**src/sv/vwd_pkg.sv**
```systemverilog
// Shared types and constants for the vertex weld/dedup block.
// Standalone package; every other file in sv/ refers to it by scoped names.
`timescale 1ns / 1ps

package vwd_pkg;

  localparam int TABLE_DEPTH = 1024;
  localparam int COORD_W     = 32;
  localparam int TOL_W       = 31;
  localparam int IDX_W       = 10;
  localparam int APB_AW      = 3;
  localparam int APB_DW      = 32;

  // Word index of the tolerance register (byte address 0).
  localparam logic REG_TOL = 1'b0;

  typedef struct packed {
    logic                      mesh_start;
    logic signed [COORD_W-1:0] pos_x;
    logic signed [COORD_W-1:0] pos_y;
    logic signed [COORD_W-1:0] pos_z;
  } vtx_in_t;

  typedef struct packed {
    logic [IDX_W-1:0] vertex_index;
    logic             is_new;
    logic             table_full;
  } vtx_out_t;

  typedef struct packed {
    logic signed [COORD_W-1:0] x;
    logic signed [COORD_W-1:0] y;
    logic signed [COORD_W-1:0] z;
  } coord_t;

endpackage

```
**src/sv/vwd_match.sv**
```systemverilog
// Shared compare unit: per-axis 33-bit absolute difference against tolerance.
// Depends on vwd_pkg (coord_t, widths).
`timescale 1ns / 1ps

module vwd_match (
  input  vwd_pkg::coord_t            probe,
  input  vwd_pkg::coord_t            entry,
  input  logic [vwd_pkg::TOL_W-1:0]  tol,
  output logic                       hit
);

  localparam int DW = vwd_pkg::COORD_W + 1;

  function automatic logic axis_close(input logic signed [vwd_pkg::COORD_W-1:0] a,
                                      input logic signed [vwd_pkg::COORD_W-1:0] b,
                                      input logic [vwd_pkg::TOL_W-1:0] t);
    logic signed [DW-1:0] d;
    logic [DW-1:0]        mag;
    d   = DW'(a) - DW'(b);
    mag = d[DW-1] ? DW'(-d) : DW'(d);
    return mag < DW'(t);
  endfunction

  assign hit = axis_close(probe.x, entry.x, tol) &&
               axis_close(probe.y, entry.y, tol) &&
               axis_close(probe.z, entry.z, tol);

endmodule

```
**config.mk**
```make
export PLATFORM = sky130hd
export DESIGN_NAME = vwd_match
export DESIGN_NICKNAME = d
export VERILOG_FILES = /design/src/sv/vwd_pkg.sv /design/src/sv/vwd_match.sv
export SDC_FILE = /design/constraint.sdc
export NUM_CORES = 1
export LEC_CHECK = 0
export BUFFER_PORTS_ARGS = -buffer_cell sky130_fd_sc_hd__buf_2
export CAP_MARGIN = 20
export CORE_ASPECT_RATIO = 0.8
export CORE_MARGIN = 10
export CORE_UTILIZATION = 40
export DETAILED_ROUTE_END_ITERATION = 16
export PLACE_DENSITY = 0.65
export REMOVE_ABC_BUFFERS = 1
export SLEW_MARGIN = 20
export SYNTH_ARGS = -nofsm -noshare
export SYNTH_HDL_FRONTEND = slang
export SYNTH_SLANG_ARGS = --single-unit
```
**constraint.sdc**
```tcl
create_clock -name vclk -period 13
set_input_delay 0 -clock vclk [all_inputs]
set_output_delay 0 -clock vclk [all_outputs]
set_load 0.05 [all_outputs]
```
==> flow_metrics.tcl <==
set metrics [dict create \
    post_route_cells_drive_above_1_share 0.159 \
    die_footprint_sq_um 33300 \
    mostFrequentLayoutCells "buf_2, ha_1, inv_1" \
    criticalPathCategory "in -> out" \
    gr-usage-all-layers 0.190 \
    simple_gate_share_of_the_synthesized_area 0.225 \
    timing.hold.worst_endpoint "hit" \
    initial_drc_count 711 \
    final_routed_wirelength_um 34000 \
    synth-warning-count 0 \
    path_max_fanout 6 \
    antenna_cells_inserted 0 \
    row_count 53 \
    min_period_ns 6.34 \
    synth_top_family_by_area "compound AO/OA/AOI/OAI gates" \
    timing.final.crit_share 0.488 \
    pin_count_of_the_biggest_net_entering_global_routing 25 \
    route.detailed.vias_per_inst 5.65 \
    drtPass1Iterations 5 \
    dp_worst_setup_slack_ns 6.82 \
    fp.dieH_um 165 \
    max_slew_margin 0.465 \
    area_added_between_synthesis_and_finish_pct 13.3 \
    netlist_area_sq_um 10600 \
    worst-slew-pin-transition_ns 0.802 \
    synth_sequential_area_ratio 0 \
    core_area_sq_um 26100 \
    max_cap_violations 0 \
    overflow 0 \
    min_path_type "in -> out" \
    gp_routability_congestion 0.909 \
    synth-xor-area-share 0.123 \
    power.density_cell_area_nw_per_um2 69.7 \
    drv_slew 0 \
    floorplan.io_pins 224 \
    complex_gate_fraction_of_the_synthesized_area 0.335 \
    average_cell_area_after_synthesis_sq_um 6.82 \
    routedWlPerCell_um 16.3 \
    dp_hpwl_um 30000 \
    fin_nets 2144 \
    cts-hold-fix-buffers 0 \
    ant_nets 0 \
    whs_path_depth 6 \
    fin_ws_ns 6.66 \
    synth-adder-area-share 0.230 \
    timing.fmax_mhz 158 \
    synth_cell_type_count 99 \
    peakVddDrop_mv 0.0199 \
    timing.critical_path.from_type "input port" \
    grt_antenna_before_repair 0 \
    setup_viol 0 \
    seqCellArea_sq_um 0 \
    remaining_drc_errors 0 \
    seq_cell_count 0 \
    crit_path_end_kind "primary output" \
    synth_mux_area_frac 0.0128 \
    commonest_non_fill_non_tap_cell_in_the_layout "buf_2" \
    timing.setup.tns_ns 0 \
    leakage_dissipation_nw 5.93 \
    grt_pass1_wl_um 54900 \
    synth_cells 1547 \
    first_global_vias 11152 \
    report.final.hold_viol_count 0 \
    finalNonFillerCells 2084 \
    crit_arrival_ns 6.34 \
    grt_setup_unrepaired "no" \
    post-cts-setup-buffer-count 0 \
    required_ns 13.00 \
    status "finished clean" \
    initial_utilization 0.404 \
    die_w_um 202 \
    layout.clock_buffers 0 \
    placedCellCount 2084 \
    min-delay-start "probe[95]" \
    port_buffers 224 \
    postCtsResizedCells 0 \
    vias 11776 \
]
[metal layers]
layer / wire [um] / global-route usage / up-vias
met5: 0 / 0 / -
met3: 1450 / 0.0121 / 20
met4: 374 / 0.0198 / 0
met2: 14400 / 0.303 / 321
met1: 17700 / 0.283 / 5399
li1: - / - / 6036
[metrics by stage]
step | util | hold WS (ns) | cell area, sq um | total power, mW
2_1_floorplan | - | 0.589 | 10400 | 0.623
3_3_place_gp | 0.458 | 0.925 | 12000 | 0.801
3_5_place_dp | 0.458 | 0.923 | 12000 | 0.820
4_1_cts | 0.458 | 0.927 | 12000 | 0.826
5_1_grt | 0.458 | 1.01 | 12000 | 0.940
6_report | 0.458 | 0.937 | 12000 | 0.833
[critical path: stages]
cell and delay, ns:
buf_2 0.07, inv_1 0.03, ha_1 0.21, fa_1 0.41
and2b_1 0.25, o2111ai_2 0.21, a21oi_1 0.34, o21a_1 0.20
o2111ai_1 0.17, or4_1 0.63, nor4_1 0.28, nor2b_1 0.26
a21oi_1 0.11, xor2_1 0.19, ha_1 0.30, a21o_1 0.16
a21o_1 0.16, a21o_1 0.17, a21o_1 0.17, a211oi_1 0.22
o311ai_0 0.14, o211ai_1 0.18, nand3b_1 0.09, a211o_1 0.28
a31o_2 0.23, nor4_1 0.47, buf_2 0.38
[how the worst max path moves through the flow]
stage,start,end,slack (ns),cells past startpoint
finish,probe[32],hit,6.66,27
global route,probe[64],hit,6.29,24
CTS,probe[32],hit,6.78,27
detailed placement,probe[32],hit,6.82,27
global placement,probe[32],hit,6.93,27
floorplan,entry[69],hit,6.30,23
[where the power goes]
group          internal, mW  leakage [nW]  switching, mW
clock                     0             0              0
combinational         0.353          5.93          0.480
sequential                0             0              0
total                 0.353          5.93          0.480
[final cells by class]
| class | count | area (sq um) |
|---|---|---|
| fillers | 2792 | 14200 |
| multi-input cells | 1340 | 9760 |
| repair buffers | 227 | 1140 |
| inverters | 160 | 601 |
| well taps | 357 | 447 |
[cells in the mapped netlist (10+ instances only)]
cell	count	area, sq um
o21ai_1	14	70.1
nor2_1	119	447
o2111ai_1	12	105
o211ai_1	27	203
clkbuf_1	37	139
inv_1	160	601
and2_1	15	93.8
xor2_1	59	517
a31oi_1	13	81.3
o21ai_0	90	450
nor4_1	15	93.8
o21a_1	26	195
ha_1	189	2360
a21o_1	68	510
nor3_1	30	150
nand2_1	135	507
and3_1	12	75.1
a21oi_1	142	711
nand4_1	27	169
or3_1	14	87.6
nand3_1	27	135
nand2b_1	10	62.6
xnor2_1	89	780
a211oi_1	18	135
o31ai_1	11	82.6
[cell families (layout without fill, tap and decap cells)]
logic type	after synthesis	after routing
AOI/OAI and AO/OA	521	521
xor gates and xnor gates	148	148
adders and majority gates	192	192
buffers and inverters	207	387
muxes	13	13
and+or+nand+nor	466	466
Power figures use the tool's default switching activity.
