==> src/sv/vwd_pkg.sv <==
// Shared types and constants for the vertex weld/dedup block.
// Standalone package; every other file in sv/ refers to it by scoped names.
`timescale 1ns / 1ps

package vwd_pkg;

  localparam int TABLE_DEPTH = 1024;
  localparam int COORD_W     = 32;
  localparam int TOL_W       = 31;
  localparam int IDX_W       = 10;
  localparam int APB_AW      = 3;
  localparam int APB_DW      = 32;

  // Word index of the tolerance register (byte address 0).
  localparam logic REG_TOL = 1'b0;

  typedef struct packed {
    logic                      mesh_start;
    logic signed [COORD_W-1:0] pos_x;
    logic signed [COORD_W-1:0] pos_y;
    logic signed [COORD_W-1:0] pos_z;
  } vtx_in_t;

  typedef struct packed {
    logic [IDX_W-1:0] vertex_index;
    logic             is_new;
    logic             table_full;
  } vtx_out_t;

  typedef struct packed {
    logic signed [COORD_W-1:0] x;
    logic signed [COORD_W-1:0] y;
    logic signed [COORD_W-1:0] z;
  } coord_t;

endpackage

==> src/sv/vwd_ctrl.sv <==
// Scan sequencer: entry count, read issue, append/full decision, result register.
// Depends on vwd_pkg (vtx_in_t, vtx_out_t, coord_t).
`timescale 1ns / 1ps

module vwd_ctrl #(
  parameter int DEPTH = vwd_pkg::TABLE_DEPTH,
  parameter int AW    = $clog2(DEPTH),
  parameter int CW    = $clog2(DEPTH + 1)
) (
  input  logic              clk,
  input  logic              rst,
  input  logic              vtx_valid,
  output logic              vtx_ready,
  input  vwd_pkg::vtx_in_t  vtx,
  output logic              res_valid,
  input  logic              res_ready,
  output vwd_pkg::vtx_out_t res,
  output vwd_pkg::coord_t   probe,
  input  logic              hit,
  output logic              rd_en,
  output logic [AW-1:0]     rd_addr,
  output logic              wr_en,
  output logic [AW-1:0]     wr_addr
);

  localparam int XW = vwd_pkg::IDX_W + AW;

  typedef enum logic [2:0] {
    ST_IDLE = 3'b001,
    ST_SCAN = 3'b010,
    ST_FIN  = 3'b100
  } state_t;

  state_t            state;
  logic [CW-1:0]     cnt;
  logic [CW-1:0]     issue;
  logic              dval;
  logic [AW-1:0]     didx;
  vwd_pkg::vtx_out_t res_hold;
  logic [XW-1:0]     hit_ext;
  logic [XW-1:0]     new_ext;
  logic              found;
  logic              exhausted;
  logic              is_full;
  logic              accept;
  logic              load_out;

  assign vtx_ready = (state == ST_IDLE);
  assign accept    = vtx_valid && vtx_ready;
  assign found     = (state == ST_SCAN) && dval && hit;
  assign exhausted = (state == ST_SCAN) && !dval && (issue == cnt);
  assign is_full   = (cnt == CW'(DEPTH));
  assign rd_en     = (state == ST_SCAN) && (issue < cnt) && !found;
  assign rd_addr   = issue[AW-1:0];
  assign wr_en     = exhausted && !is_full;
  assign wr_addr   = cnt[AW-1:0];
  assign hit_ext   = XW'(didx);
  assign new_ext   = XW'(cnt);
  assign load_out  = (state == ST_FIN) && (!res_valid || res_ready);

  always_ff @(posedge clk) begin
    if (rst) begin
      state     <= ST_IDLE;
      cnt       <= '0;
      issue     <= '0;
      dval      <= 1'b0;
      res_valid <= 1'b0;
    end else begin
      dval <= rd_en;
      if (rd_en) begin
        issue <= issue + CW'(1);
      end
      if (load_out) begin
        res_valid <= 1'b1;
      end else if (res_ready) begin
        res_valid <= 1'b0;
      end
      unique case (state)
        ST_IDLE: begin
          if (accept) begin
            issue <= '0;
            if (vtx.mesh_start) begin
              cnt <= '0;
            end
            state <= ST_SCAN;
          end
        end
        ST_SCAN: begin
          if (found || exhausted) begin
            state <= ST_FIN;
          end
          if (wr_en) begin
            cnt <= cnt + CW'(1);
          end
        end
        ST_FIN: begin
          if (load_out) begin
            state <= ST_IDLE;
          end
        end
        default: state <= ST_IDLE;
      endcase
    end
  end

  // Payload: probe vertex, pending result, result register.
  always_ff @(posedge clk) begin
    if (accept) begin
      probe.x <= vtx.pos_x;
      probe.y <= vtx.pos_y;
      probe.z <= vtx.pos_z;
    end
    if (state == ST_SCAN) begin
      didx <= issue[AW-1:0];
    end
    if (found) begin
      res_hold.vertex_index <= hit_ext[vwd_pkg::IDX_W-1:0];
      res_hold.is_new       <= 1'b0;
      res_hold.table_full   <= 1'b0;
    end else if (exhausted) begin
      res_hold.vertex_index <= is_full ? '0 : new_ext[vwd_pkg::IDX_W-1:0];
      res_hold.is_new       <= !is_full;
      res_hold.table_full   <= is_full;
    end
    if (load_out) begin
      res <= res_hold;
    end
  end

  a_cnt_bound: assert property (@(posedge clk) disable iff (rst)
    cnt <= CW'(DEPTH))
    else $error("entry count beyond table depth");

  a_no_write_full: assert property (@(posedge clk) disable iff (rst)
    wr_en |-> (cnt < CW'(DEPTH)))
    else $error("append into a full table");

  a_full_result: assert property (@(posedge clk) disable iff (rst)
    (res_valid && res.table_full) |-> (!res.is_new && res.vertex_index == '0))
    else $error("full result carries index or new flag");

  a_busy_after_accept: assert property (@(posedge clk) disable iff (rst)
    accept |=> !vtx_ready)
    else $error("ready while a vertex is in flight");

endmodule

==> config.mk <==
export PLATFORM = sky130hd
export DESIGN_NAME = vwd_ctrl
export DESIGN_NICKNAME = d
export VERILOG_FILES = /design/src/sv/vwd_pkg.sv /design/src/sv/vwd_ctrl.sv
export SDC_FILE = /design/constraint.sdc
export NUM_CORES = 1
export LEC_CHECK = 0
export BUFFER_PORTS_ARGS = -buffer_cell sky130_fd_sc_hd__buf_2
export CORE_ASPECT_RATIO = 0.6
export CORE_MARGIN = 8
export CORE_UTILIZATION = 45
export CTS_CLUSTER_DIAMETER = 60
export DETAILED_ROUTE_END_ITERATION = 8
export HOLD_SLACK_MARGIN = 0.06
export PLACE_DENSITY = 0.78
export SETUP_SLACK_MARGIN = 0.4
export SYNTH_ARGS = -nofsm -noshare
export SYNTH_HDL_FRONTEND = slang
export SYNTH_SLANG_ARGS = --single-unit
==> constraint.sdc <==
create_clock -name clk -period 10.8 [get_ports clk]
set_clock_uncertainty 0.15 [all_clocks]
set_input_delay 0.54 -clock clk [delete_from_list [all_inputs] [get_ports clk]]
set_output_delay 0.54 -clock clk [all_outputs]
set_load 0.01 [all_outputs]
==> results of run 1 <==
-- layer usage --
metal	up-vias	global-route usage, %	routed length [microns]
li1	1808	-	-
met1	1852	21.61	6088
met2	157	29.48	7643
met3	10	6.166	1391
met4	0	5.855	187
met5	-	0	0
-- Yosys cell counts (3+ instances only) --
cell and count:
edfxtp_1 128, dfxtp_1 29, a21oi_1 20, buf_4 20
nor2_1 16, ha_1 14, inv_1 14, a22o_1 10
nand4_1 9, clkbuf_1 8, nand2_1 8, nand3_1 8
o31ai_1 8, or4_1 8, xnor2_1 7, nor3_1 6
or3_1 5, and3_1 4, o21ai_0 4, a21o_1 3
and2_1 3
-- per-stage QoR --
stage / instances / worst slack [ns] / hold slack, ns / total power [mW] / utilization (%)
2_1_floorplan: 360 / 2.237 / 0.2503 / 0.7519 / -
3_3_place_gp: 735 / 7.717 / 0.2596 / 0.7962 / 54.98
3_5_place_dp: 735 / 7.591 / 0.2581 / 0.8006 / 54.98
4_1_cts: 767 / 7.145 / 0.1353 / 1.353 / 59.34
5_1_grt: 767 / 6.933 / 0.1333 / 1.382 / 59.34
6_report: 767 / 7.120 / 0.1557 / 1.337 / 59.34
-- report_power, final --
group | leakage [nW] | internal [mW] | switching (mW)
Clock | 0.268 | 0.303 | 0.248
Combinational | 1.34 | 0.0334 | 0.0517
Sequential | 1.42 | 0.691 | 0.00986
-- flip-flops by register name, summed over array words and instances (netlist names) --
signal     cells
res_valid      1
state          3
issue         11
dval           1
res_hold      12
probe         96
cnt           11
didx          10
res           12
-- final cells by class --
class,count,area (sq um),share of cell area [%]
clock inverter,14,123.9,1.645
sequential,157,4424,58.75
clock buffer,18,429.2,5.699
multi-input combinational,158,1102,14.64
timing repair buffer,235,1181,15.68
inverter,15,57.56,0.7642
tap,170,212.7,2.824
-- critical path: cells and delay by family, from the launching register on --
kind	cells	cell delay (ns)
DFF	1	0.53
and+or+nand+nor	3	1.35
adders and majority gates	1	0.34
buffers and inverters	2	0.36
-- kinds of logic after synthesis --
kind of cell | Yosys count
compound gates | 52
simple gates | 84
mux | 1
xor+xnor | 7
fa+ha+maj | 14
buf+inv | 45
flops | 157
-- worst max-delay path by stage --
stage / end / slack [ns] / startpoint
5_1_grt: wr_en / 6.93 / cnt[9]
3_5_place_dp: wr_en / 7.59 / cnt[2]
6_report: wr_en / 7.12 / cnt[2]
2_1_floorplan: cnt[10] / 2.24 / vtx_valid
3_3_place_gp: wr_en / 7.72 / cnt[2]
4_1_cts: wr_en / 7.15 / cnt[2]
==> impl_metrics.yaml, run 1 <==
synthesis:
  synth.avg_cell_area_sq_um: 16.02
  synth_top_family_by_area: "simple AND/OR/NAND/NOR gates"
  ys_dominant_reg_cell: "edfxtp_1"
  synth_edf_count: 128
  muxShareOfSynthArea_pct: 0.1735
  synth_warnings: 0
  synth_area_leaders: "edfxtp_1 (67%), dfxtp_1 (10%), ha_1 (3.0%)"
  synth-compound-area-share_pct: 6.182
  ys_ff_latch: 157
  synth_nets: 476
  syn_area_sq_um: 5768
  synthCells: 360
  ys_types: 44
  yosys.area_share.adder_pct: 3.037
  synth_xor_xnor_area_share_pct: 1.063
  yosysSeqAreaShare_pct: 76.70
  synth_top_area_share_pct: 66.64
  ys_async_sr_fraction_pct: 0
  yosysTopAreaCell: "edfxtp_1"
  yosys.area_share.simple_pct: 8.568
routing:
  dr.pass1.iters: 4
  initialDrtViolationCount: 334
  wire_per_inst_microns: 19.96
  num_vias: 3827
  wirelength_microns: 15310
  drcViolationCount: 0
  antenna_left: 0
  viasPerCell: 4.990
timing:
  finalHoldViolCount: 0
  setup_viol: 0
  max_slew.worst_pin.slew_ns: 1.089
  fin_setup_tns_ns: 0
  slew_violations: 0
  min_period_ns: 3.680
  fmax_ghz: 0.2717
  post-route-period-util_pct: 34.08
  rsz0062_at_grt: "no"
  max_slew_margin_pct: 27.39
status:
  status: "complete, no violations"
critical_path:
  r2r-start: "cnt[2]"
  start_kind: "register"
  cp-end-kind: "output port"
  crit_chain: "inv_1 > ha_1 > nand4b_1 > nor4_4 > and2_1 > buf_2"
  rrSetupSlack_ns: 7.86
  required_ns: 10.11
  ff2ff_path_depth: 7
  slowest_delay_ns: 0.66
  worstSetupPathType: "register to output port"
  cp_max_fo: 17
  cp_slowest_cell: "nor4_4"
  critPathArrivalTime_ns: 2.99
  r2r_end: "cnt[7]"
power:
  leakagePower_nw: 3.026
  vdd_drop_max_mv: 0.1260
  cellPowerDensity_nw_per_um2: 177.5
min_path:
  worstHoldPathCells: 1
  holdPathEnd: "probe[95]"
  min_path_type: "primary input to register"
  worst_hold_startpoint: "vtx[95]"
final_layout:
  layout_commonest_cell: "buf_2"
  final_area_sq_um: 7531
  drive_gt1_share_pct: 46.06
  areaGrowthSynthToFinish_pct: 30.56
  antenna_cells: 0
  fillers: 1012
  mostFrequentLayoutCells: "buf_2 (233), edfxtp_1 (128), dfxtp_1 (29), a21oi_1 (20), clkbuf_16 (17)"
  nets: 700
clocking:
  cts_inserted_buffers: 17
  cts_setup_buffers: 0
  htreeDepth: 4
  postCtsResizedCells: 0
  cts-root-buf: "clkbuf_16"
  ctsHoldBuffers: 0
  cts.sinks: 157
  clk_pin_slew_ns: 0.07
  clockBufferDepth: 2
  insertion_delay_ns: 0.40
  cts_tree: "yes"
die:
  die_w_microns: 162.2
  rows: 32
  core-area_sq_um: 12690
  start_util_pct: 45.45
  die-area_sq_um: 16820
  boundaryPins: 234
  die_h_microns: 103.7
global_route:
  overflow: 0
  grt_max_degree: 89
  grt_pass1_wl_microns: 22980
  antenna_found_initial: 0
  grt_pass1_vias: 3825
  track_usage_pct: 17.88
place:
  post_dp_cell_area_sq_um: 6978
  dpl.hpwl_microns: 12020
  numPortBuffers: 233
  gp_congestion: 0.8434
job:
  maxCapViolCount: 0
No activity file was read; power rests on OpenSTA's default activity.
==> run 2, diff against run 1 <==
--- a/config.mk
+++ b/config.mk
@@ -5,6 +5,7 @@
 export SDC_FILE = /design/constraint.sdc
 export NUM_CORES = 1
 export LEC_CHECK = 0
+export ABC_AREA = 1
 export BUFFER_PORTS_ARGS = -buffer_cell sky130_fd_sc_hd__buf_2
 export CORE_ASPECT_RATIO = 0.6
 export CORE_MARGIN = 8
@@ -12,7 +13,7 @@
 export CTS_CLUSTER_DIAMETER = 60
 export DETAILED_ROUTE_END_ITERATION = 8
 export HOLD_SLACK_MARGIN = 0.06
-export PLACE_DENSITY = 0.78
+export PLACE_DENSITY = 0.77
 export SETUP_SLACK_MARGIN = 0.4
 export SYNTH_ARGS = -nofsm -noshare
 export SYNTH_HDL_FRONTEND = slang
==> constraint.sdc (replaced) <==
create_clock -name clk -period 3.7 [get_ports clk]
set_clock_uncertainty 0.15 [all_clocks]
set_input_delay 0.185 -clock clk [delete_from_list [all_inputs] [get_ports clk]]
set_output_delay 0.185 -clock clk [all_outputs]
set_load 0.01 [all_outputs]
==> run 2 against run 1 <==
Count of clock-buffer cells in the layout fell by 1. First-iteration DRC count increased by 0.30%. Critical endpoint unchanged. Critical path depth increased by 3. Die area rose by 4.6%. Sequential share of layout area down 8.7 points. Cell count grew 28%. Combinational power rose to 4.9 times the previous value. Clock power grew to 3.0 times the previous value. Core utilization increased by 6.5 points. Cell area is 17% higher.
==> impl_metrics.yaml, run 2 <==
status:
  status: "complete, no violations"
timing:
  setup_viol: 0
  min_period_ns: 2.758
  fin_setup_tns_ns: 0
  rsz0062_at_grt: "no"
  finalHoldViolCount: 0
  max_slew_margin_pct: 40.85
  slew_violations: 0
  post-route-period-util_pct: 74.53
  max_slew.worst_pin.slew_ns: 0.8840
  fmax_ghz: 0.3626
synthesis:
  ys_ff_latch: 157
  ys_types: 31
  syn_area_sq_um: 6073
  synthCells: 471
  synth_area_leaders: "edfxtp_1 (63%), dfxtp_1 (9.6%), nand2_1 (5.6%)"
  synthTopCellsByCount: "edfxtp_1 (128), nand2_1 (91), inv_1 (41)"
  synth_nets: 587
  synth.avg_cell_area_sq_um: 12.89
  synth_top_area_share_pct: 63.29
  ys_dominant_reg_cell: "edfxtp_1"
  ys_async_sr_fraction_pct: 0
  yosysTopAreaCell: "edfxtp_1"
  synth_warnings: 0
  synth_edf_count: 128
  yosysMostFrequentCell: "edfxtp_1"
  yosysSeqAreaShare_pct: 72.85
clocking:
  cts.sinks: 157
  htreeDepth: 4
  clockBufferDepth: 2
  cts-root-buf: "clkbuf_16"
  cts_tree: "yes"
  cts_inserted_buffers: 17
  clk_pin_slew_ns: 0.06
  insertion_delay_ns: 0.40
critical_path:
  cp-end-kind: "output port"
  startpoint: "cnt[2]"
  r2r-start: "state[0]"
  r2r_end: "cnt[4]"
  worstSetupPathType: "register to output port"
  ff2ff_path_depth: 6
  required_ns: 3.37
  crit_chain: "inv_1 > ha_1 > nand2_1 > nor3_1 > nand2_2 > nor2_4 > nand2_2 > inv_1 > buf_2"
  slowest_delay_ns: 0.42
  cp_slowest_cell: "dfxtp_1"
  endpoint: "wr_en"
  cp_max_fo: 22
  critPathArrivalTime_ns: 2.42
  rrSetupSlack_ns: 1.10
  start_kind: "register"
power:
  leakagePower_nw: 3.730
  cellPowerDensity_nw_per_um2: 472.0
  total_power_mw: 4.171
  vdd_drop_max_mv: 0.2592
global_route:
  overflow: 0
  grt_pass1_wl_microns: 26670
  grt_pass1_vias: 4741
  grt_max_degree: 74
  antenna_found_initial: 0
  track_usage_pct: 19.42
die:
  rows: 33
  die_h_microns: 106.0
  die-area_sq_um: 17590
  core-area_sq_um: 13420
  start_util_pct: 45.26
  die_w_microns: 166.0
  boundaryPins: 234
final_layout:
  mostFrequentLayoutCells: "buf_2 (233), edfxtp_1 (128), dlygate4sd3_1 (100), nand2_1 (91), inv_1 (41)"
  fillers: 998
  areaGrowthSynthToFinish_pct: 45.51
  top_regs: "probe (96), res (12), res_hold (12)"
  nets: 911
  antenna_cells: 0
  largest_register_ffs: 96
  layout_commonest_cell: "buf_2"
  drive_gt1_share_pct: 35.19
  largest-register: "probe"
routing:
  initialDrtViolationCount: 335
  drcViolationCount: 0
  dr.pass1.iters: 4
  wirelength_microns: 17480
  wire_per_inst_microns: 17.80
  viasPerCell: 4.863
  num_vias: 4775
  antenna_left: 0
min_path:
  min_path_type: "register to register"
place:
  dpl.hpwl_microns: 12050
  numPortBuffers: 233
  gp_congestion: 0.9032
job:
  maxCapViolCount: 0
-- run 2: changes by cell type in the layout (fill, tap and decap cells not counted), sizes merged, moves of 4 or more --
| cell | before | now |
|---|---|---|
| and3 | 4 | 0 |
| o21ai | 4 | 11 |
| o31ai | 8 | 0 |
| dlygate4sd3 | 0 | 100 |
| xor2 | 0 | 8 |
| or4 | 8 | 0 |
| xnor2 | 7 | 1 |
| nand2 | 8 | 95 |
| or3 | 6 | 0 |
| a21oi | 20 | 24 |
| a22o | 10 | 0 |
| nand3 | 8 | 27 |
| inv | 22 | 51 |
| nor2 | 16 | 38 |
-- run 2: cell families (layout without fill, tap and decap cells) --
logic type	after synthesis	after routing	synth area share, %
XOR/XNOR	9	9	1.298
AO/OA/AOI/OAI	38	38	3.379
AND/OR/NAND/NOR	179	179	13.35
flip-flops	157	157	72.85
adder cells (fa/ha/maj)	14	14	2.884
buffers and inverters	74	410	6.242
-- run 2: through the flow --
step           area, sq um  setup WS (ns)  hold slack [ns]  util [%]  std cells
5_1_grt               8837         0.7475           0.2690     65.86        982
3_5_place_dp          7276          1.152           0.2133     54.22        851
4_1_cts               8837         0.9548           0.2416     65.86        982
2_1_floorplan         6081         0.7356          0.09744         -        471
3_3_place_gp          7276          1.304           0.2117     54.22        851
6_report              8837         0.9423           0.2680     65.86        982
-- run 2: layout make-up --
class	count	area [sq um]	area share (%)
multi-input combinational	240	1277	14.46
timing repair buffer	334	2187	24.75
tap	175	219.0	2.478
clock inverter	14	135.1	1.529
clock buffer	17	425.4	4.814
sequential	157	4424	50.06
inverter	45	168.9	1.911
-- run 2: repair_timing --
| item | in CTS | in global routing |
|---|---|---|
| hold buffers | 100 | 0 |
| setup buffers | 0 | 0 |
| hold endpoints to repair | 110 | 0 |
| resized for setup | 0 | 0 |
-- run 2: how the worst min path moves through the flow --
stage	startpoint	endpoint	slack (ns)	cells after the start
after global placement	vtx[85]	probe[85]	0.21	1
after floorplan	rst	cnt[6]	0.1	1
after detailed placement	vtx[40]	probe[40]	0.21	1
after CTS	vtx[96]	cnt[7]	0.24	4
final	res_hold[6]	res[6]	0.27	0
after global routing	res_hold[6]	res[6]	0.27	0
-- run 2: critical path, delay by kind of cell, from the launching register on --
family / cells / cell delay [ns]
buf+inv: 3 / 0.47
fa+ha+maj: 1 / 0.31
simple gates: 5 / 0.81
flops: 1 / 0.42
-- run 2: power breakdown --
part / switching, mW / total [mW] / internal [mW]
clock network: 0.721 / 1.66 / 0.936
registers: 0.0427 / 2.10 / 2.05
logic: 0.230 / 0.419 / 0.188
-- run 2: metal layers --
layer,vias to the layer above,GRT usage (%),share of wire (%)
met4,0,6.779,2.0
li1,2245,-,-
met1,2290,23.94,41
met2,220,31.75,48
met5,-,0,0
met3,20,6.622,8.2
